[config.mk]
export PLATFORM = sky130hd
export DESIGN_NAME = adaptive_tx_power_select_flat
export DESIGN_NICKNAME = d
export VERILOG_FILES = /design/src/hw/rtl/atps_pkg.sv /design/src/hw/rtl/atps_req_if.sv /design/src/hw/rtl/atps_res_if.sv /design/src/hw/rtl/atps_ram.sv /design/src/hw/rtl/adaptive_tx_power_select.sv /design/src/flat_wrapper.sv
export SDC_FILE = /design/constraint.sdc
export NUM_CORES = 1
export LEC_CHECK = 0
export ABC_AREA = 1
export BUFFER_PORTS_ARGS = -buffer_cell sky130_fd_sc_hd__buf_4
export CAP_MARGIN = 20
export CORE_MARGIN = 5
export CORE_UTILIZATION = 24
export CTS_BUF_LIST = sky130_fd_sc_hd__clkbuf_16
export CTS_CLUSTER_DIAMETER = 80
export DETAILED_ROUTE_END_ITERATION = 7
export HOLD_SLACK_MARGIN = 0.05
export SLEW_MARGIN = 25
export SYNTH_ARGS = -nofsm -noshare
export SYNTH_HDL_FRONTEND = slang
export SYNTH_SLANG_ARGS = --single-unit
[constraint.sdc]
create_clock -name i_clk -period 12.1 [get_ports i_clk]
set_input_delay 2.42 -clock i_clk [delete_from_list [all_inputs] [get_ports i_clk]]
set_output_delay 2.42 -clock i_clk [all_outputs]
set_load 0.01 [all_outputs]
[src/hw/rtl/atps_pkg.sv]
// atps_pkg: shared constants, types and helper functions of the adaptive tx power select block
// used by the channel interfaces and the top level; depends on nothing
`default_nettype none

package atps_pkg;

    // attempt table geometry
    localparam int ATTEMPT_SLOTS = 8;
    localparam int SLOT_IDX_W    = (ATTEMPT_SLOTS > 1) ? $clog2(ATTEMPT_SLOTS) : 1;
    localparam int SLOT_CNT_W    = $clog2(ATTEMPT_SLOTS + 1);

    // payload widths
    localparam int NODE_W   = 32;
    localparam int PKT_W    = 32;
    localparam int SNR_W    = 8;
    localparam int BEST_W   = 7;
    localparam int PWR_W    = 6;
    localparam int TALLY_W  = 8;
    localparam int CAP_W    = 5;
    localparam int CALC_W   = 8;

    // configuration port
    localparam int CFG_IDX_W  = 2;
    localparam int CFG_DATA_W = 6;
    localparam logic [CFG_IDX_W-1:0] REG_TX_POWER    = 2'd0;
    localparam logic [CFG_IDX_W-1:0] REG_REGION_CAP  = 2'd1;
    localparam logic [CFG_IDX_W-1:0] REG_LICENSED    = 2'd2;
    localparam logic [CFG_IDX_W-1:0] REG_START_POWER = 2'd3;

    // sequencer states
    localparam int STATE_W = 2;
    localparam logic [STATE_W-1:0] ST_IDLE = 2'd0;
    localparam logic [STATE_W-1:0] ST_SCAN = 2'd1;
    localparam logic [STATE_W-1:0] ST_CALC = 2'd2;
    localparam logic [STATE_W-1:0] ST_DONE = 2'd3;

    // power limits and retry steps
    localparam logic signed [CALC_W-1:0] PWR_MIN      = -8'sd9;
    localparam logic signed [CALC_W-1:0] PWR_FLOOR_DB = 8'sd4;
    localparam logic signed [CALC_W-1:0] RETRY_ONE    = 8'sd2;
    localparam logic signed [CALC_W-1:0] RETRY_MANY   = 8'sd4;
    localparam logic [TALLY_W-1:0]       TALLY_MAX    = 8'd255;

    // snr thresholds in quarter dB (15, 10, 6, 3, -7, -3 dB)
    localparam logic signed [SNR_W-1:0] SNR_Q_15DB  = 8'sd60;
    localparam logic signed [SNR_W-1:0] SNR_Q_10DB  = 8'sd40;
    localparam logic signed [SNR_W-1:0] SNR_Q_6DB   = 8'sd24;
    localparam logic signed [SNR_W-1:0] SNR_Q_3DB   = 8'sd12;
    localparam logic signed [SNR_W-1:0] SNR_Q_M7DB  = -8'sd28;
    localparam logic signed [SNR_W-1:0] SNR_Q_M3DB  = -8'sd12;

    // one attempt table entry
    typedef struct packed {
        logic [NODE_W-1:0]  sender;
        logic [PKT_W-1:0]   packet;
        logic [TALLY_W-1:0] tally;
    } t_entry;

    localparam int ENTRY_W = $bits(t_entry);

    // stepped power delta from link snr
    function automatic logic signed [CALC_W-1:0] snr_step(input logic signed [SNR_W-1:0] q);
        logic signed [CALC_W-1:0] d;
        if (q >= SNR_Q_15DB)       d = -8'sd6;
        else if (q >= SNR_Q_10DB)  d = -8'sd4;
        else if (q >= SNR_Q_6DB)   d = -8'sd2;
        else if (q >= SNR_Q_3DB)   d = -8'sd1;
        else if (q <= SNR_Q_M7DB)  d = 8'sd4;
        else if (q <= SNR_Q_M3DB)  d = 8'sd2;
        else                       d = 8'sd0;
        return d;
    endfunction

    // clamp to minimum power first, then to the ceiling
    function automatic logic signed [CALC_W-1:0] limit_power(
        input logic signed [CALC_W-1:0] v,
        input logic signed [CALC_W-1:0] ceil_pwr
    );
        logic signed [CALC_W-1:0] r;
        if (v < PWR_MIN)        r = PWR_MIN;
        else if (v > ceil_pwr)  r = ceil_pwr;
        else                    r = v;
        return r;
    endfunction

endpackage

`default_nettype wire

[src/hw/rtl/atps_req_if.sv]
// atps_req_if: valid/ready channel carrying one transmit request beat
// depends on atps_pkg for payload widths
`default_nettype none

interface atps_req_if;
    import atps_pkg::*;

    logic                     valid;
    logic                     ready;
    logic [NODE_W-1:0]        source_node;
    logic [PKT_W-1:0]         packet_id;
    logic                     dest_is_unicast;
    logic signed [SNR_W-1:0]  direct_snr;
    logic [BEST_W-1:0]        best_neighbor_snr;

    modport source (
        output valid, source_node, packet_id, dest_is_unicast, direct_snr, best_neighbor_snr,
        input  ready
    );
    modport sink (
        input  valid, source_node, packet_id, dest_is_unicast, direct_snr, best_neighbor_snr,
        output ready
    );
endinterface

`default_nettype wire

[src/hw/rtl/atps_res_if.sv]
// atps_res_if: valid/ready channel carrying one power selection result beat
// depends on atps_pkg for payload widths
`default_nettype none

interface atps_res_if;
    import atps_pkg::*;

    logic                     valid;
    logic                     ready;
    logic signed [PWR_W-1:0]  sel_power;
    logic [TALLY_W-1:0]       attempt_count;

    modport source (
        output valid, sel_power, attempt_count,
        input  ready
    );
    modport sink (
        input  valid, sel_power, attempt_count,
        output ready
    );
endinterface

`default_nettype wire

[src/hw/rtl/atps_ram.sv]
// atps_ram: generic single write port, single read port ram with registered read data
// standalone, no package dependency
`default_nettype none

module atps_ram #(
    parameter int WIDTH = 8,
    parameter int DEPTH = 8,
    parameter int AW    = (DEPTH > 1) ? $clog2(DEPTH) : 1
) (
    input  wire logic             i_clk,
    input  wire logic             i_we,
    input  wire logic [AW-1:0]    i_waddr,
    input  wire logic [WIDTH-1:0] i_wdata,
    input  wire logic [AW-1:0]    i_raddr,
    output logic      [WIDTH-1:0] o_rdata
);

    logic [WIDTH-1:0] r_mem [DEPTH];
    logic [WIDTH-1:0] r_rdata;

    // write port
    always_ff @(posedge i_clk) begin
        if (i_we) begin
            r_mem[i_waddr] <= i_wdata;
        end
    end

    // registered read port
    always_ff @(posedge i_clk) begin
        r_rdata <= r_mem[i_raddr];
    end

    assign o_rdata = r_rdata;

endmodule

`default_nettype wire

[src/hw/rtl/adaptive_tx_power_select.sv]
// adaptive_tx_power_select: the time from an accepted request to result valid grows with the
// attempt slot the packet hits, and is longest on a miss; a new request is taken only after the
// result of the last one has been registered. This is set by the slot-by-slot search of the
// attempt table ram, one entry read per cycle.
// Reset (synchronous) clears the control and configuration registers, marks every table slot
// invalid (reads as zero) and sets the applied power to zero; no clearing pass is needed.
`default_nettype none

module adaptive_tx_power_select (
    input  wire logic                            i_clk,
    input  wire logic                            i_rst_n,
    input  wire logic                            i_cfg_we,
    input  wire logic [atps_pkg::CFG_IDX_W-1:0]  i_cfg_idx,
    input  wire logic [atps_pkg::CFG_DATA_W-1:0] i_cfg_data,
    atps_req_if.sink                             i_req,
    atps_res_if.source                           o_res
);
    import atps_pkg::*;

    // configuration registers
    logic signed [PWR_W-1:0] r_tx_setting;
    logic [CAP_W-1:0]        r_region_cap;
    logic                    r_licensed;

    // sequencer and captured request
    logic [STATE_W-1:0]      r_state, n_state;
    logic [NODE_W-1:0]       r_sender;
    logic [PKT_W-1:0]        r_packet;
    logic                    r_unicast;
    logic signed [SNR_W-1:0] r_direct;
    logic [BEST_W-1:0]       r_best;

    // table scan
    logic [SLOT_CNT_W-1:0]   r_idx;
    logic [SLOT_IDX_W-1:0]   r_pidx;
    logic                    r_pend;
    logic [ATTEMPT_SLOTS-1:0] r_valid;
    logic [TALLY_W-1:0]      r_tries;

    // power pipeline
    logic signed [CALC_W-1:0] r_ceil;
    logic signed [CALC_W-1:0] r_target;
    logic signed [PWR_W-1:0]  r_applied;

    // output register
    logic                    r_out_valid;
    logic signed [PWR_W-1:0] r_out_power;
    logic [TALLY_W-1:0]      r_out_count;

    // ram port signals
    logic                    ram_we;
    logic [SLOT_IDX_W-1:0]   ram_waddr;
    t_entry                  ram_wdata;
    logic [ENTRY_W-1:0]      ram_rdata;
    t_entry                  slot_entry;

    logic                    req_beat;
    logic                    res_beat;
    logic                    slot_hit;
    logic                    scan_last;
    logic [TALLY_W-1:0]      hit_tally;
    logic                    done_fire;

    logic signed [CALC_W-1:0] calc_ceil;
    logic signed [CALC_W-1:0] calc_target;
    logic signed [CALC_W-1:0] final_power;

    assign req_beat    = i_req.valid && i_req.ready;
    assign res_beat    = o_res.valid && o_res.ready;
    assign i_req.ready = (r_state == ST_IDLE);

    // attempt table storage
    atps_ram #(
        .WIDTH (ENTRY_W),
        .DEPTH (ATTEMPT_SLOTS)
    ) u_table (
        .i_clk   (i_clk),
        .i_we    (ram_we),
        .i_waddr (ram_waddr),
        .i_wdata (ram_wdata),
        .i_raddr (r_idx[SLOT_IDX_W-1:0]),
        .o_rdata (ram_rdata)
    );

    // slot that was never written reads as cleared
    assign slot_entry = r_valid[r_pidx] ? t_entry'(ram_rdata) : '0;
    assign slot_hit   = r_pend && (slot_entry.sender == r_sender)
                        && (slot_entry.packet == r_packet);
    assign scan_last  = r_pend && (r_pidx == SLOT_IDX_W'(ATTEMPT_SLOTS - 1));
    assign hit_tally  = (slot_entry.tally == TALLY_MAX) ? TALLY_MAX
                        : slot_entry.tally + TALLY_W'(1);

    // write back: bump tally on a hit, overwrite slot zero on a miss
    always_comb begin
        ram_we           = 1'b0;
        ram_waddr        = '0;
        ram_wdata.sender = r_sender;
        ram_wdata.packet = r_packet;
        ram_wdata.tally  = '0;
        if (r_state == ST_SCAN) begin
            if (slot_hit) begin
                ram_we          = 1'b1;
                ram_waddr       = r_pidx;
                ram_wdata.tally = hit_tally;
            end else if (scan_last) begin
                ram_we = 1'b1;
            end
        end
    end

    // ceiling and snr adjusted target
    always_comb begin
        logic signed [CALC_W-1:0] base;
        logic signed [CALC_W-1:0] cap_s;
        logic signed [SNR_W-1:0]  snr;
        logic                     have_snr;
        logic signed [CALC_W-1:0] stepped;
        logic signed [CALC_W-1:0] floor_pwr;
        cap_s = CALC_W'({1'b0, r_region_cap});
        if (r_tx_setting != '0)       base = CALC_W'(r_tx_setting);
        else if (r_region_cap != '0)  base = cap_s;
        else                          base = CALC_W'(r_applied);
        if (!r_licensed && (r_region_cap != '0) && (cap_s < base)) calc_ceil = cap_s;
        else                                                       calc_ceil = base;

        have_snr = 1'b0;
        snr      = '0;
        if (r_unicast && (r_direct != '0)) begin
            have_snr = 1'b1;
            snr      = r_direct;
        end else if (r_best != '0) begin
            have_snr = 1'b1;
            snr      = SNR_W'({1'b0, r_best});
        end

        stepped   = limit_power(calc_ceil + snr_step(snr), calc_ceil);
        floor_pwr = calc_ceil - PWR_FLOOR_DB;
        if (!have_snr)               calc_target = calc_ceil;
        else if (stepped < floor_pwr) calc_target = floor_pwr;
        else                          calc_target = stepped;
    end

    // retry step-up
    always_comb begin
        if (r_tries == TALLY_W'(1))       final_power = limit_power(r_target + RETRY_ONE, r_ceil);
        else if (r_tries != '0)           final_power = limit_power(r_target + RETRY_MANY, r_ceil);
        else                              final_power = r_target;
    end

    assign done_fire = (r_state == ST_DONE) && (!r_out_valid || o_res.ready);

    // sequencer next state
    always_comb begin
        n_state = r_state;
        unique case (r_state)
            ST_IDLE: if (req_beat) n_state = ST_SCAN;
            ST_SCAN: if (slot_hit || scan_last) n_state = ST_CALC;
            ST_CALC: n_state = ST_DONE;
            ST_DONE: if (done_fire) n_state = ST_IDLE;
            default: n_state = ST_IDLE;
        endcase
    end

    // configuration writes; start power writes are ignored, reset sets the applied power to zero
    always_ff @(posedge i_clk) begin
        if (!i_rst_n) begin
            r_tx_setting <= '0;
            r_region_cap <= '0;
            r_licensed   <= 1'b0;
        end else if (i_cfg_we) begin
            unique case (i_cfg_idx)
                REG_TX_POWER:   r_tx_setting <= i_cfg_data[PWR_W-1:0];
                REG_REGION_CAP: r_region_cap <= i_cfg_data[CAP_W-1:0];
                REG_LICENSED:   r_licensed   <= i_cfg_data[0];
                default: ;
            endcase
        end
    end

    // control state
    always_ff @(posedge i_clk) begin
        if (!i_rst_n) begin
            r_state     <= ST_IDLE;
            r_valid     <= '0;
            r_pend      <= 1'b0;
            r_idx       <= '0;
            r_applied   <= '0;
            r_out_valid <= 1'b0;
        end else begin
            r_state <= n_state;
            if (ram_we) begin
                r_valid[ram_waddr] <= 1'b1;
            end
            // read issue, one slot per cycle
            if (req_beat) begin
                r_idx  <= '0;
                r_pend <= 1'b0;
            end else if (r_state == ST_SCAN) begin
                if (r_idx < SLOT_CNT_W'(ATTEMPT_SLOTS)) begin
                    r_idx  <= r_idx + SLOT_CNT_W'(1);
                    r_pend <= 1'b1;
                end else begin
                    r_pend <= 1'b0;
                end
            end
            // result register
            if (done_fire) begin
                r_out_valid <= 1'b1;
                r_applied   <= final_power[PWR_W-1:0];
            end else if (res_beat) begin
                r_out_valid <= 1'b0;
            end
        end
    end

    // payload registers
    always_ff @(posedge i_clk) begin
        if (req_beat) begin
            r_sender  <= i_req.source_node;
            r_packet  <= i_req.packet_id;
            r_unicast <= i_req.dest_is_unicast;
            r_direct  <= i_req.direct_snr;
            r_best    <= i_req.best_neighbor_snr;
        end
        if (r_state == ST_SCAN) begin
            r_pidx <= r_idx[SLOT_IDX_W-1:0];
            if (slot_hit)       r_tries <= hit_tally;
            else if (scan_last) r_tries <= '0;
        end
        if (r_state == ST_CALC) begin
            r_ceil   <= calc_ceil;
            r_target <= calc_target;
        end
        if (done_fire) begin
            r_out_power <= final_power[PWR_W-1:0];
            r_out_count <= r_tries;
        end
    end

    assign o_res.valid         = r_out_valid;
    assign o_res.sel_power     = r_out_power;
    assign o_res.attempt_count = r_out_count;

    // table is written back only while scanning
    a_write_in_scan: assert property (@(posedge i_clk) disable iff (!i_rst_n)
        ram_we |-> (r_state == ST_SCAN))
        else $error("attempt table written outside scan");

    // a write to slot zero marks it valid on the next edge
    a_valid_after_write: assert property (@(posedge i_clk) disable iff (!i_rst_n)
        (ram_we && (ram_waddr == '0)) |=> r_valid[0])
        else $error("slot zero not marked valid after write");

    // no request taken while one is in flight
    a_no_accept_busy: assert property (@(posedge i_clk) disable iff (!i_rst_n)
        (r_state != ST_IDLE) |-> !i_req.ready)
        else $error("request accepted while busy");

    // result beat held steady while stalled
    a_res_hold: assert property (@(posedge i_clk) disable iff (!i_rst_n)
        (o_res.valid && !o_res.ready) |=> (o_res.valid && $stable(o_res.sel_power)
                                           && $stable(o_res.attempt_count)))
        else $error("result beat changed while stalled");

endmodule

`default_nettype wire

[src/flat_wrapper.sv]
// flat-port wrapper written by rule: the top's interface ports become plain ports
module adaptive_tx_power_select_flat import atps_pkg::*;
  (i_clk, i_rst_n, i_cfg_we, i_cfg_idx, i_cfg_data, i_req_valid, i_req_source_node, i_req_packet_id, i_req_dest_is_unicast, i_req_direct_snr, i_req_best_neighbor_snr, i_req_ready, o_res_valid, o_res_sel_power, o_res_attempt_count, o_res_ready);
  atps_req_if i_req_i ();
  atps_res_if o_res_i ();
  input  wire logic i_clk;
  input  wire logic i_rst_n;
  input  wire logic i_cfg_we;
  input  wire logic [atps_pkg::CFG_IDX_W-1:0] i_cfg_idx;
  input  wire logic [atps_pkg::CFG_DATA_W-1:0] i_cfg_data;
  input wire logic [$bits(i_req_i.valid)-1:0] i_req_valid;
  input wire logic [$bits(i_req_i.source_node)-1:0] i_req_source_node;
  input wire logic [$bits(i_req_i.packet_id)-1:0] i_req_packet_id;
  input wire logic [$bits(i_req_i.dest_is_unicast)-1:0] i_req_dest_is_unicast;
  input wire logic [$bits(i_req_i.direct_snr)-1:0] i_req_direct_snr;
  input wire logic [$bits(i_req_i.best_neighbor_snr)-1:0] i_req_best_neighbor_snr;
  output wire logic [$bits(i_req_i.ready)-1:0] i_req_ready;
  output wire logic [$bits(o_res_i.valid)-1:0] o_res_valid;
  output wire logic [$bits(o_res_i.sel_power)-1:0] o_res_sel_power;
  output wire logic [$bits(o_res_i.attempt_count)-1:0] o_res_attempt_count;
  input wire logic [$bits(o_res_i.ready)-1:0] o_res_ready;
  assign i_req_i.valid = i_req_valid;
  assign i_req_i.source_node = i_req_source_node;
  assign i_req_i.packet_id = i_req_packet_id;
  assign i_req_i.dest_is_unicast = i_req_dest_is_unicast;
  assign i_req_i.direct_snr = i_req_direct_snr;
  assign i_req_i.best_neighbor_snr = i_req_best_neighbor_snr;
  assign i_req_ready = i_req_i.ready;
  assign o_res_valid = o_res_i.valid;
  assign o_res_sel_power = o_res_i.sel_power;
  assign o_res_attempt_count = o_res_i.attempt_count;
  assign o_res_i.ready = o_res_ready;
  adaptive_tx_power_select u_core (.i_clk(i_clk), .i_rst_n(i_rst_n), .i_cfg_we(i_cfg_we), .i_cfg_idx(i_cfg_idx), .i_cfg_data(i_cfg_data), .i_req(i_req_i), .o_res(o_res_i));
endmodule
=== Word level (Yosys, flattened, before mapping) ===
Memories as Yosys holds them, arrays and structs flattened. A register that Yosys moved wholly into a read port is not among the register bits.
Index checks and enable logic that the tools add are counted.

* Register bits after elaboration: 155
* RAM bits: 576
* Input bits: 93
* Word-level logic and storage cells: 137
* Memories: 1

* Add/sub/neg operators: 6
* Order comparisons: 18
* Equality and inequality tests: 13
* Multiplexer cells: 47
* Bitwise gates (word level): 2
* Reduce and logical (&&, ||, !) cells: 30

{| class="wikitable"
|+ Memory list
! name !! words !! width !! read ports !! clocked after Yosys merged registers in !! wr ports !! line !! source
|-
| u_core.u_table.r_mem || 8 || 72 || 1 || 1 || 1 || atps_ram.sv:18 || <nowiki>logic [WIDTH-1:0] r_mem [DEPTH];</nowiki>
|}

{| class="wikitable"
|+ Operator list
! operator !! number
|-
| $mux W8 || 18
|-
| $mux W72 || 1
|-
| $eq A32 B32 Y1 || 2
|-
| $mux W6 || 6
|-
| $gt A8 B8 Y1 || 3
|-
| $lt A8 B5 Y1 const B || 3
|-
| $ge A8 B7 Y1 const B || 2
|-
| $reduce_bool A8 Y1 || 2
|-
| $mux W1 || 12
|-
| $logic_and A1 B1 Y1 || 10
|-
| $reduce_and A2 Y1 || 5
|-
| $add A8 B1 Y8 const B || 1
|-
| $add A8 B3 Y8 const B || 1
|-
| $add A8 B4 Y8 const B || 1
|-
| $add A8 B8 Y8 || 1
|-
| $eq A8 B1 Y1 const B || 1
|-
| $eq A8 B8 Y1 const B || 1
|-
| $ge A8 B5 Y1 const B || 1
|-
| $ge A8 B6 Y1 const B || 1
|-
| $le A8 B5 Y1 const B || 1
|-
| $le A8 B6 Y1 const B || 1
|-
| $lt A3 B4 Y1 const B || 2
|-
| $lt A6 B8 Y1 || 1
|-
| $lt A8 B8 Y1 || 1
|-
| other kinds (26) || 38
|}

=== Logic depth before layout (Yosys ltp) ===
Gate-level depths: netlist of run 1.

* Depth after elaboration: 17
* Mapped depth: 47
* Depth with buffers taken out: 47

=== By module ===
From an unflattened synthesis of run 1, not the netlist that was laid out.

* Cell total of the unflattened synthesis: 3819
* Area, all modules: 36379.9 µm²

{| class="wikitable"
|+ Modules (own cells, without submodules)
! module !! instances !! cells each !! area an instance (µm²) !! seq. area each (µm²)
|-
| atps_ram || 1 || 2577 || 26565.5 || 18738.0
|-
| adaptive_tx_power_select || 1 || 1242 || 9814.4 || 4254.1
|}

=== Worst setup path before layout of run 1 ===
OpenSTA, ideal clock, no wires.

* Kind: reg2reg
* From: register u_core.r_pidx[0]
* To: memory u_core.u_table.r_mem[1][0] (netlist name) (enable)
* Arrival: 8.990 ns
* Required time: 11.420 ns
* Slack: 2.430 ns
* Cell stages (with the launch flop): 16
* Buffers on the path: 3
* Period minus slack after synthesis: 9.670 ns
* Path through: edfxtp_1 > buf_4 > o211ai_1 > nand3_1 > nand2_4 > inv_4 > buf_6 > buf_6 > nand2_2 > xor2_1 > nand4_1 > nor3_1 > nand3_1 > nor2_2 > nand2_2 > nor4_1

* Word-level cells in the longest chain between the ends: 10
* Elaborated cells on any way between the ends: 16

{| class="wikitable"
|+ RTL lines
! item !! line !! source
|-
| start, declared || adaptive_tx_power_select.sv:35 || <nowiki>logic [SLOT_IDX_W-1:0] r_pidx;</nowiki>
|-
| start signal, assigned || adaptive_tx_power_select.sv:226 || <nowiki>r_pidx <= r_idx[SLOT_IDX_W-1:0];</nowiki>
|-
| $bmux W1 S3 || adaptive_tx_power_select.sv:86 || <nowiki>assign slot_entry = r_valid[r_pidx] ? t_entry'(ram_rdata) : '0;</nowiki>
|-
| $mux W1 (not written as such) || adaptive_tx_power_select.sv:86 ||
|-
| $mux W72 || adaptive_tx_power_select.sv:86 ||
|-
| $eq A32 B32 Y1 || adaptive_tx_power_select.sv:87 || <nowiki>assign slot_hit = r_pend && (slot_entry.sender == r_sender)</nowiki>
|-
| $logic_and A1 B1 Y1 || adaptive_tx_power_select.sv:87 ||
|-
| $logic_and A1 B1 Y1 || adaptive_tx_power_select.sv:88 || <nowiki>&& (slot_entry.packet == r_packet);</nowiki>
|-
| $mux W1 || adaptive_tx_power_select.sv:101 || <nowiki>if (slot_hit) begin</nowiki>
|-
| $mux W1 || adaptive_tx_power_select.sv:100 || <nowiki>if (r_state == ST_SCAN) begin</nowiki>
|-
| $mux W1 || atps_ram.sv:23 || <nowiki>if (i_we) begin</nowiki>
|-
| $mux W1 (not written as such) || atps_ram.sv:24 || <nowiki>r_mem[i_waddr] <= i_wdata;</nowiki>
|-
| end, declared || atps_ram.sv:18 ||
|}

Several ways; a longest one is shown, not always the timed one. The select of a mux whose other input is x is not followed.

=== Worst setup path in the final report of run 1 ===
* From: register u_core.r_region_cap[2]
* To: register u_core.r_target[1], data pin

* Word-level cells in the longest chain between the ends: 13
* Elaborated cells on any way between the ends: 16

{| class="wikitable"
|+ RTL lines
! item !! line !! source
|-
| start, declared || adaptive_tx_power_select.sv:22 || <nowiki>logic [CAP_W-1:0] r_region_cap;</nowiki>
|-
| start signal, assigned || adaptive_tx_power_select.sv:173 || <nowiki>REG_REGION_CAP: r_region_cap <= i_cfg_data[CAP_W-1:0];</nowiki>
|-
| $reduce_bool A5 Y1 || adaptive_tx_power_select.sv:121, adaptive_tx_power_select.sv:123 ||
|-
| $mux W8 || adaptive_tx_power_select.sv:121 || <nowiki>else if (r_region_cap != '0) base = cap_s;</nowiki>
|-
| $mux W8 || adaptive_tx_power_select.sv:120 || <nowiki>if (r_tx_setting != '0) base = CALC_W'(r_tx_setting);</nowiki>
|-
| $lt A6 B8 Y1 || adaptive_tx_power_select.sv:123 || <nowiki>if (!r_licensed && (r_region_cap != '0) && (cap_s < base)) calc_ceil = cap_s;</nowiki>
|-
| $logic_and A1 B1 Y1 || adaptive_tx_power_select.sv:123 ||
|-
| $mux W8 (*) || adaptive_tx_power_select.sv:123 ||
|-
| net u_core.calc_ceil[2] || adaptive_tx_power_select.sv:64 || <nowiki>logic signed [CALC_W-1:0] calc_ceil;</nowiki>
|-
| $add A8 B8 Y8 || adaptive_tx_power_select.sv:136 || <nowiki>stepped = limit_power(calc_ceil + snr_step(snr), calc_ceil);</nowiki>
|-
| $gt A8 B8 Y1 || atps_pkg.sv:81 || <nowiki>else if (v > ceil_pwr) r = ceil_pwr;</nowiki>
|-
| $mux W8 || atps_pkg.sv:81 ||
|-
| $mux W8 || atps_pkg.sv:80 || <nowiki>if (v < PWR_MIN) r = PWR_MIN;</nowiki>
|-
| $lt A8 B8 Y1 || adaptive_tx_power_select.sv:139 || <nowiki>else if (stepped < floor_pwr) calc_target = floor_pwr;</nowiki>
|-
| $mux W8 (*) || adaptive_tx_power_select.sv:139 ||
|-
| $mux W8 (*) || adaptive_tx_power_select.sv:138 || <nowiki>if (!have_snr) calc_target = calc_ceil;</nowiki>
|-
| net u_core.calc_target[1] || adaptive_tx_power_select.sv:65 || <nowiki>logic signed [CALC_W-1:0] calc_target;</nowiki>
|-
| end signal, assigned || adaptive_tx_power_select.sv:232 || <nowiki>r_target <= calc_target;</nowiki>
|-
| end, declared || adaptive_tx_power_select.sv:42 || <nowiki>logic signed [CALC_W-1:0] r_target;</nowiki>
|}

The timed path passes the listed nets; every way through them passes the cells marked *.
A chain may end at the register's enable or synchronous reset.

==> results.py, run 1 <==
metrics = {
    "run_status": {
        "status": "completed",
    },
    "clock_tree": {
        "post_cts_resized": 0,
        "cts_tree": "yes",
        "cts_buffers": 86,
        "clkTransAtPathRegs_ns": 0.06,
        "cts_hold_buffers": 0,
        "cts_buffer_depth": 3,
        "cts_root_buffer": "clkbuf_16",
        "htreeDepth": 3,
        "cts_setup_buffers": 0,
        "clock_sinks": 801,
        "insertion_delay_ns": 0.68,
    },
    "placement": {
        "port_buffers": 108,
        "dp_hpwl_microns": 51000,
        "gp_congestion": 0.867,
        "place_inst": 4727,
    },
    "layout": {
        "n_antenna_cell": 0,
        "final_common_cell": "edfxtp_1",
        "nNetsFinal": 3166,
        "most-common-layout-cells": "edfxtp_1 (695), nor2_1 (633), o21ai_0 (365)",
        "layout-drive-gt1-share_pct": 9.67,
        "fillers": 14100,
        "multi_input_area_sq_um": 9140,
        "syn2layout_area_growth_pct": 16.8,
        "finalNonFillerCells": 4887,
        "regArea_sq_um": 23000,
    },
    "worst_setup_path": {
        "slowest_stage": "o21ai_0",
        "cp.required_ns": 12.48,
        "arrival_ns": 7.58,
        "critical_path_class": "reg2reg",
        "path_max_fanout": 9,
        "cp_common_cell": "nand2_1",
        "end_kind": "flip-flop",
        "slowest_delay_ns": 0.57,
        "cp_top_family": "compound AO/OA/AOI/OAI gates",
        "cp-start-kind": "flip-flop",
        "worst-path-buf-inv": 4,
    },
    "sta": {
        "maxSlewViolCount": 0,
        "finalSetupViolCount": 0,
        "fin_tns_setup_ns": 0,
        "fin_crit_ns": 7.20,
        "worstMarginPinSlew_ns": 0.994,
        "fmax_ghz": 0.139,
        "fin_crit_sh_pct": 59.5,
        "fin_worst_skew_ns": 0.0670,
        "rsz0062_at_grt": "no",
        "finalHoldViolations": 0,
        "relSlewSlack_pct": 33.3,
    },
    "logic_synthesis": {
        "synthArstFlopShare_pct": 0,
        "synth_area_leaders": "edfxtp_1 (63%), nor2_1 (7.2%), dfxtp_1 (6.4%)",
        "seq_area_frac_synth_pct": 69.2,
        "syn_inst": 2928,
        "synthFlopType": "edfxtp_1",
        "yosysTopAreaCellShare_pct": 62.8,
        "yosys_register_bits": 801,
        "syn_area_sq_um": 33200,
        "synth_fp_nets": 3072,
        "synth.avg_cell_area_sq_um": 11.3,
        "synth_top_area_cell": "edfxtp_1",
        "synth_edf_count": 695,
        "ys_types": 50,
        "yosysWarnings": 0,
    },
    "grt": {
        "grt_max_degree": 103,
        "grt_pass1_vias": 21200,
        "grtUsageMet3_pct": 2.18,
        "grt_usage_pct": 11.3,
        "busiest_layer": "met2",
        "grt_pass1_wl_microns": 129000,
        "antenna_found_initial": 1,
        "grtUsageMet2_pct": 18.3,
        "gr-total-overflow": 0,
        "met1_usage_pct": 15.5,
    },
    "drt": {
        "drc": 0,
        "wl_per_cell_microns": 17.5,
        "via_count": 22200,
        "drt_wl_total_microns": 85500,
        "vias_per_cell": 4.54,
        "first_iter_violations": 1765,
        "ant_nets": 0,
        "first_pass_iters": 6,
    },
    "floorplan": {
        "fp.dieH_microns": 382,
        "start_util_pct": 24.2,
        "die_width_microns": 382,
        "die-area_sq_um": 146000,
        "coreArea_sq_um": 137000,
        "io_pins": 109,
        "rows": 136,
    },
    "job": {
        "max_cap_viol_count": 0,
    },
    "power_and_ir_drop": {
        "vdd_ir_drop_max_uv": 138,
        "power_w": 0.00861,
        "power_density_nw_per_um2": 222,
        "p_leak_nw": 13.5,
    },
    "min_path": {
        "hold_path_class": "reg2reg",
    },
}
==> power breakdown <==
| part | total, W | internal [W] | switching (W) |
|---|---|---|---|
| Clock | 0.00253 | 0.00143 | 0.00110 |
| Combinational | 0.00242 | 0.000786 | 0.00164 |
| Sequential | 0.00365 | 0.00337 | 0.000288 |
==> cell usage after synthesis (2+ instances only) <==
master	number
nor3_1	24
nand3b_1	29
inv_2	5
or2_2	17
buf_6	7
o21a_1	3
dfxtp_1	106
nand2_2	4
a211oi_1	5
a31oi_1	74
inv_1	152
o21bai_1	4
ha_1	50
nor2b_1	4
buf_4	2
o22ai_1	75
nand2b_1	2
nor3_2	3
clkbuf_1	100
buf_2	4
edfxtp_1	695
buf_1	16
and2_1	3
xnor2_1	12
a41oi_1	2
nor4_1	8
o211ai_1	5
xor2_1	28
nand4_1	44
o21ai_0	365
nand3_1	72
nor2_1	638
nand2_1	289
a21oi_1	65
==> final timing paths <==
path                            slack (ns)                            end                   start  depth (start not counted)
worst max register to register        4.90             u_core.r_target[1]  u_core.r_region_cap[2]                         38
worst max-delay path                  4.90             u_core.r_target[1]  u_core.r_region_cap[2]                         38
worst min register to register        0.44  u_core.o_res.attempt_count[6]       u_core.r_tries[6]                          0
worst min-delay path                  0.44  u_core.o_res.attempt_count[6]       u_core.r_tries[6]                          0
==> routing by layer <==
layer,routed length (microns),share of wire (%),vias up
li1,-,-,10600
met3,5780,6.8,133
met2,39700,46,729
met5,0,0,-
met1,38200,45,10800
met4,1890,2.2,0
==> worst register-to-register path: cells and delay by family, from the launching register on <==
| kind | cells | cell delay, ns |
|---|---|---|
| compound gates | 11 | 2.35 |
| fa+ha+maj | 4 | 1.35 |
| buf+inv | 4 | 0.60 |
| flops | 1 | 0.33 |
| simple gates | 19 | 2.32 |
==> flip-flops by register name, summed over array words and instances, names as in the netlist, 2 cells and up <==
| signal | count |
|---|---|
| u_core.o_res.sel_power | 6 |
| u_core.r_tx_setting | 6 |
| u_core.o_res.attempt_count | 8 |
| u_core.r_direct | 8 |
| u_core.r_valid | 8 |
| u_core.r_sender | 32 |
| u_core.r_state | 2 |
| u_core.u_table.o_rdata | 72 |
| u_core.r_pidx | 3 |
| u_core.r_best | 7 |
| u_core.r_target | 8 |
| u_core.r_ceil | 6 |
| u_core.r_applied | 6 |
| u_core.u_table.r_mem | 576 |
| u_core.r_region_cap | 5 |
| u_core.r_packet | 32 |
| u_core.r_tries | 8 |
| u_core.r_idx | 4 |
==> final cells by class <==
| class | count | share of cell area (%) |
|---|---|---|
| Clock inverter | 72 | 1.53 |
| Sequential cell | 801 | 59.3 |
| Multi-Input combinational cell | 1839 | 23.5 |
| Inverter | 159 | 1.59 |
| Clock buffer | 87 | 5.61 |
| Timing Repair Buffer | 135 | 2.67 |
| Tap cell | 1794 | 5.78 |
==> through the flow <==
stage               setup slack, ns  hold WS [ns]  util [%]  instance area, sq um
floorplan                      2.43         0.417         -                 33200
global placement               5.18         0.432      26.2                 36000
detailed placement             5.02         0.436      26.2                 36000
CTS                            5.00         0.442      28.2                 38800
global route                   4.04         0.459      28.2                 38800
finish                         4.90         0.438      28.2                 38800
==> logic make-up after synthesis <==
kind of cell / share of synthesized area (%)
buffers and inverters: 3.46
AOI/OAI and AO/OA: 9.89
and+or+nand+nor: 14.4
DFF: 69.2
muxes: 0.0339
adders and majority gates: 1.94
xor gates and xnor gates: 1.05
(Power assumes the default switching activity.)
==> run 2, diff against run 1 <==
- ABC_AREA: 1 -> 0
- clock period: 12.1 -> 6.55 ns (I/O delays scaled with it)
==> results.py, run 2 <==
metrics = {
    "layout": {
        "layout-drive-gt1-share_pct": 30.7,
        "most-common-layout-cells": "edfxtp_1 (695), buf_4 (237), mux4_2 (144)",
        "fillers": 13100,
        "n_antenna_cell": 0,
        "syn2layout_area_growth_pct": 21.9,
        "final_common_cell": "edfxtp_1",
        "largest_reg_flops": 576,
        "largest-register": "u_core.u_table.r_mem",
        "nNetsFinal": 2210,
    },
    "floorplan": {
        "die-area_sq_um": 141000,
        "rows": 134,
        "fp.dieH_microns": 376,
        "coreArea_sq_um": 133000,
        "start_util_pct": 24.1,
        "die_width_microns": 376,
        "io_pins": 109,
    },
    "worst_setup_path": {
        "cp.required_ns": 6.93,
        "rrSetupSlack_ns": -0.56,
        "cp-start-kind": "flip-flop",
        "r2r_cells": 35,
        "cp_top_family": "compound AO/OA/AOI/OAI gates",
        "worstReg2RegStart": "u_core.r_region_cap[1]",
        "slowest_stage": "or4_4",
        "cp.depth": 35,
        "arrival_ns": 7.49,
        "cp_common_cell": "a21oi_2",
        "critical_path_class": "reg2reg",
        "path_max_fanout": 5,
        "worst-path-buf-inv": 3,
        "r2r_end": "u_core.r_target[1]",
        "slowest_delay_ns": 0.55,
        "end_kind": "flip-flop",
    },
    "logic_synthesis": {
        "synthArstFlopShare_pct": 0,
        "ys_types": 88,
        "syn_area_sq_um": 32100,
        "yosys_register_bits": 801,
        "synth_commonest_cells": "edfxtp_1 (695), mux4_2 (144), dfxtp_1 (106)",
        "yosysTopAreaCellShare_pct": 64.9,
        "synth_top_area_cell": "edfxtp_1",
        "synth_area_leaders": "edfxtp_1 (65%), mux4_2 (10%), dfxtp_1 (6.6%)",
        "synth.avg_cell_area_sq_um": 18.0,
        "synth_fp_nets": 1934,
        "synth_edf_count": 695,
        "yosysWarnings": 0,
        "yosysMostFrequentCell": "edfxtp_1",
        "syn_inst": 1790,
        "synthFlopType": "edfxtp_1",
        "seq_area_frac_synth_pct": 71.5,
    },
    "clock_tree": {
        "cts_root_buffer": "clkbuf_16",
        "cts_tree": "yes",
        "cts_hold_buffers": 0,
        "clock_sinks": 801,
        "cts_buffers": 85,
        "clkTransAtPathRegs_ns": 0.06,
        "htreeDepth": 3,
        "cts_buffer_depth": 3,
        "insertion_delay_ns": 0.66,
    },
    "drt": {
        "top_layer": "met4",
        "drc": 0,
        "first_pass_iters": 5,
        "wl_met2_microns": 36200,
        "first_iter_violations": 1378,
        "drt_wl_total_microns": 77300,
        "wl_per_cell_microns": 19.8,
        "met1Wirelength_microns": 35100,
        "via_count": 17200,
        "vias_per_cell": 4.41,
        "wl_met3_microns": 3940,
        "ant_nets": 0,
    },
    "job": {
        "max_cap_viol_count": 0,
    },
    "placement": {
        "dp_hpwl_microns": 45800,
        "gp_congestion": 0.784,
        "port_buffers": 108,
    },
    "sta": {
        "finalHoldViolations": 0,
        "worstMarginPinSlew_ns": 0.996,
        "maxSlewViolCount": 0,
        "fmax_ghz": 0.141,
        "hold_ws_ns": 0.455,
        "fin_crit_sh_pct": 109,
        "finalSetupViolCount": 8,
        "fin_worst_skew_ns": 0.0591,
        "fin_crit_ns": 7.11,
        "rsz0062_at_grt": "yes",
        "relSlewSlack_pct": 33.6,
        "setup_ws_ns": -0.559,
    },
    "min_path": {
        "hold_depth": 2,
        "hold_end": "u_core.r_valid[0]",
        "hold_path_class": "reg2reg",
        "min_from": "u_core.r_valid[0]",
    },
    "power_and_ir_drop": {
        "power_w": 0.0149,
        "seqPwrFrac_pct": 44.8,
        "clkPwrFrac_pct": 31.0,
        "p_leak_nw": 13.1,
        "p_switching_w": 0.00435,
        "switching_share_pct": 29.2,
        "power_density_nw_per_um2": 380,
        "comb_power_share_pct": 24.2,
        "vdd_ir_drop_max_uv": 274,
        "intPower_w": 0.0105,
    },
    "grt": {
        "antenna_found_initial": 3,
        "gr-total-overflow": 0,
        "grt_usage_pct": 10.6,
        "grt_pass1_vias": 17600,
        "grt_max_degree": 125,
        "grt_pass1_wl_microns": 115000,
    },
    "run_status": {
        "status": "complete, but fails checks",
        "violations": "negative setup slack",
    },
}
-- run 2: worst max path at each step --
stage / from / to
after floorplan: u_core.r_region_cap[1] / u_core.r_target[1]
after global placement: u_core.r_region_cap[1] / u_core.r_target[1]
after detailed placement: u_core.r_region_cap[1] / u_core.r_target[1]
after CTS: u_core.r_region_cap[3] / u_core.r_target[1]
after global routing: u_core.r_region_cap[1] / u_core.r_target[1]
final: u_core.r_region_cap[1] / u_core.r_target[1]
-- run 2: repair_timing --
item / in CTS / in global routing
endpoints found under the setup margin: 8 / 8
pin swaps: 24 / 31
cloned: 1 / 0
setup buffers: 33 / 4
resized for setup: 13 / 22
-- run 2: final cells by class --
| type | count | area, sq um | share of cell area [%] |
|---|---|---|---|
| clock buffers | 86 | 2150 | 5.49 |
| well taps | 1768 | 2210 | 5.65 |
| flip-flops and latches | 801 | 23000 | 58.7 |
| multi-input cells | 849 | 8920 | 22.8 |
| clock inverters | 74 | 552 | 1.41 |
| repair buffers | 250 | 2020 | 5.16 |
| inverters | 79 | 299 | 0.763 |
-- run 2: cells by family after synthesis --
kind of cell / after synthesis / share of synthesized area, %
AO/OA/AOI/OAI: 218 / 5.00
adder cells (fa/ha/maj): 51 / 2.01
XOR/XNOR: 39 / 1.06
AND/OR/NAND/NOR: 288 / 4.85
buffers and inverters: 141 / 1.77
multiplexers: 252 / 13.8
flip-flops: 801 / 71.5
-- run 2: routing by layer --
metal / up-vias / global-route usage (%)
li1: 7732 / -
met1: 8920 / 14.7
met2: 462 / 17.1
met3: 126 / 1.89
met4: 0 / 3.22
met5: - / 0
-- run 2: tightest hold or removal path, delay by kind of cell, from the launching register on --
family	cells	cell delay [ns]
DFF	1	0.31
AOI/OAI and AO/OA	1	0.05
and+or+nand+nor	1	0.05
-- run 2: power groups by stage --
stage,clock (W),combinational [W],sequential (W)
floorplan,0,0.00238,0.00650
global placement,0,0.00343,0.00675
detailed placement,0,0.00343,0.00676
CTS,0.00473,0.00356,0.00666
global route,0.00494,0.00393,0.00672
finish,0.00461,0.00360,0.00666
-- run 2: per-stage QoR --
stage | cells | utilization (%) | TNS (ns) | setup slack (ns) | area, sq um
3_5_place_dp | 3712 | 27.1 | -4.11 | -0.663 | 36100
2_1_floorplan | 1790 | - | -3.01 | -0.547 | 32300
5_1_grt | 3907 | 29.4 | -6.49 | -0.915 | 39200
6_report | 3907 | 29.4 | -3.47 | -0.559 | 39200
4_1_cts | 3906 | 29.3 | -3.25 | -0.518 | 39100
3_3_place_gp | 3712 | 27.1 | -3.21 | -0.554 | 36100
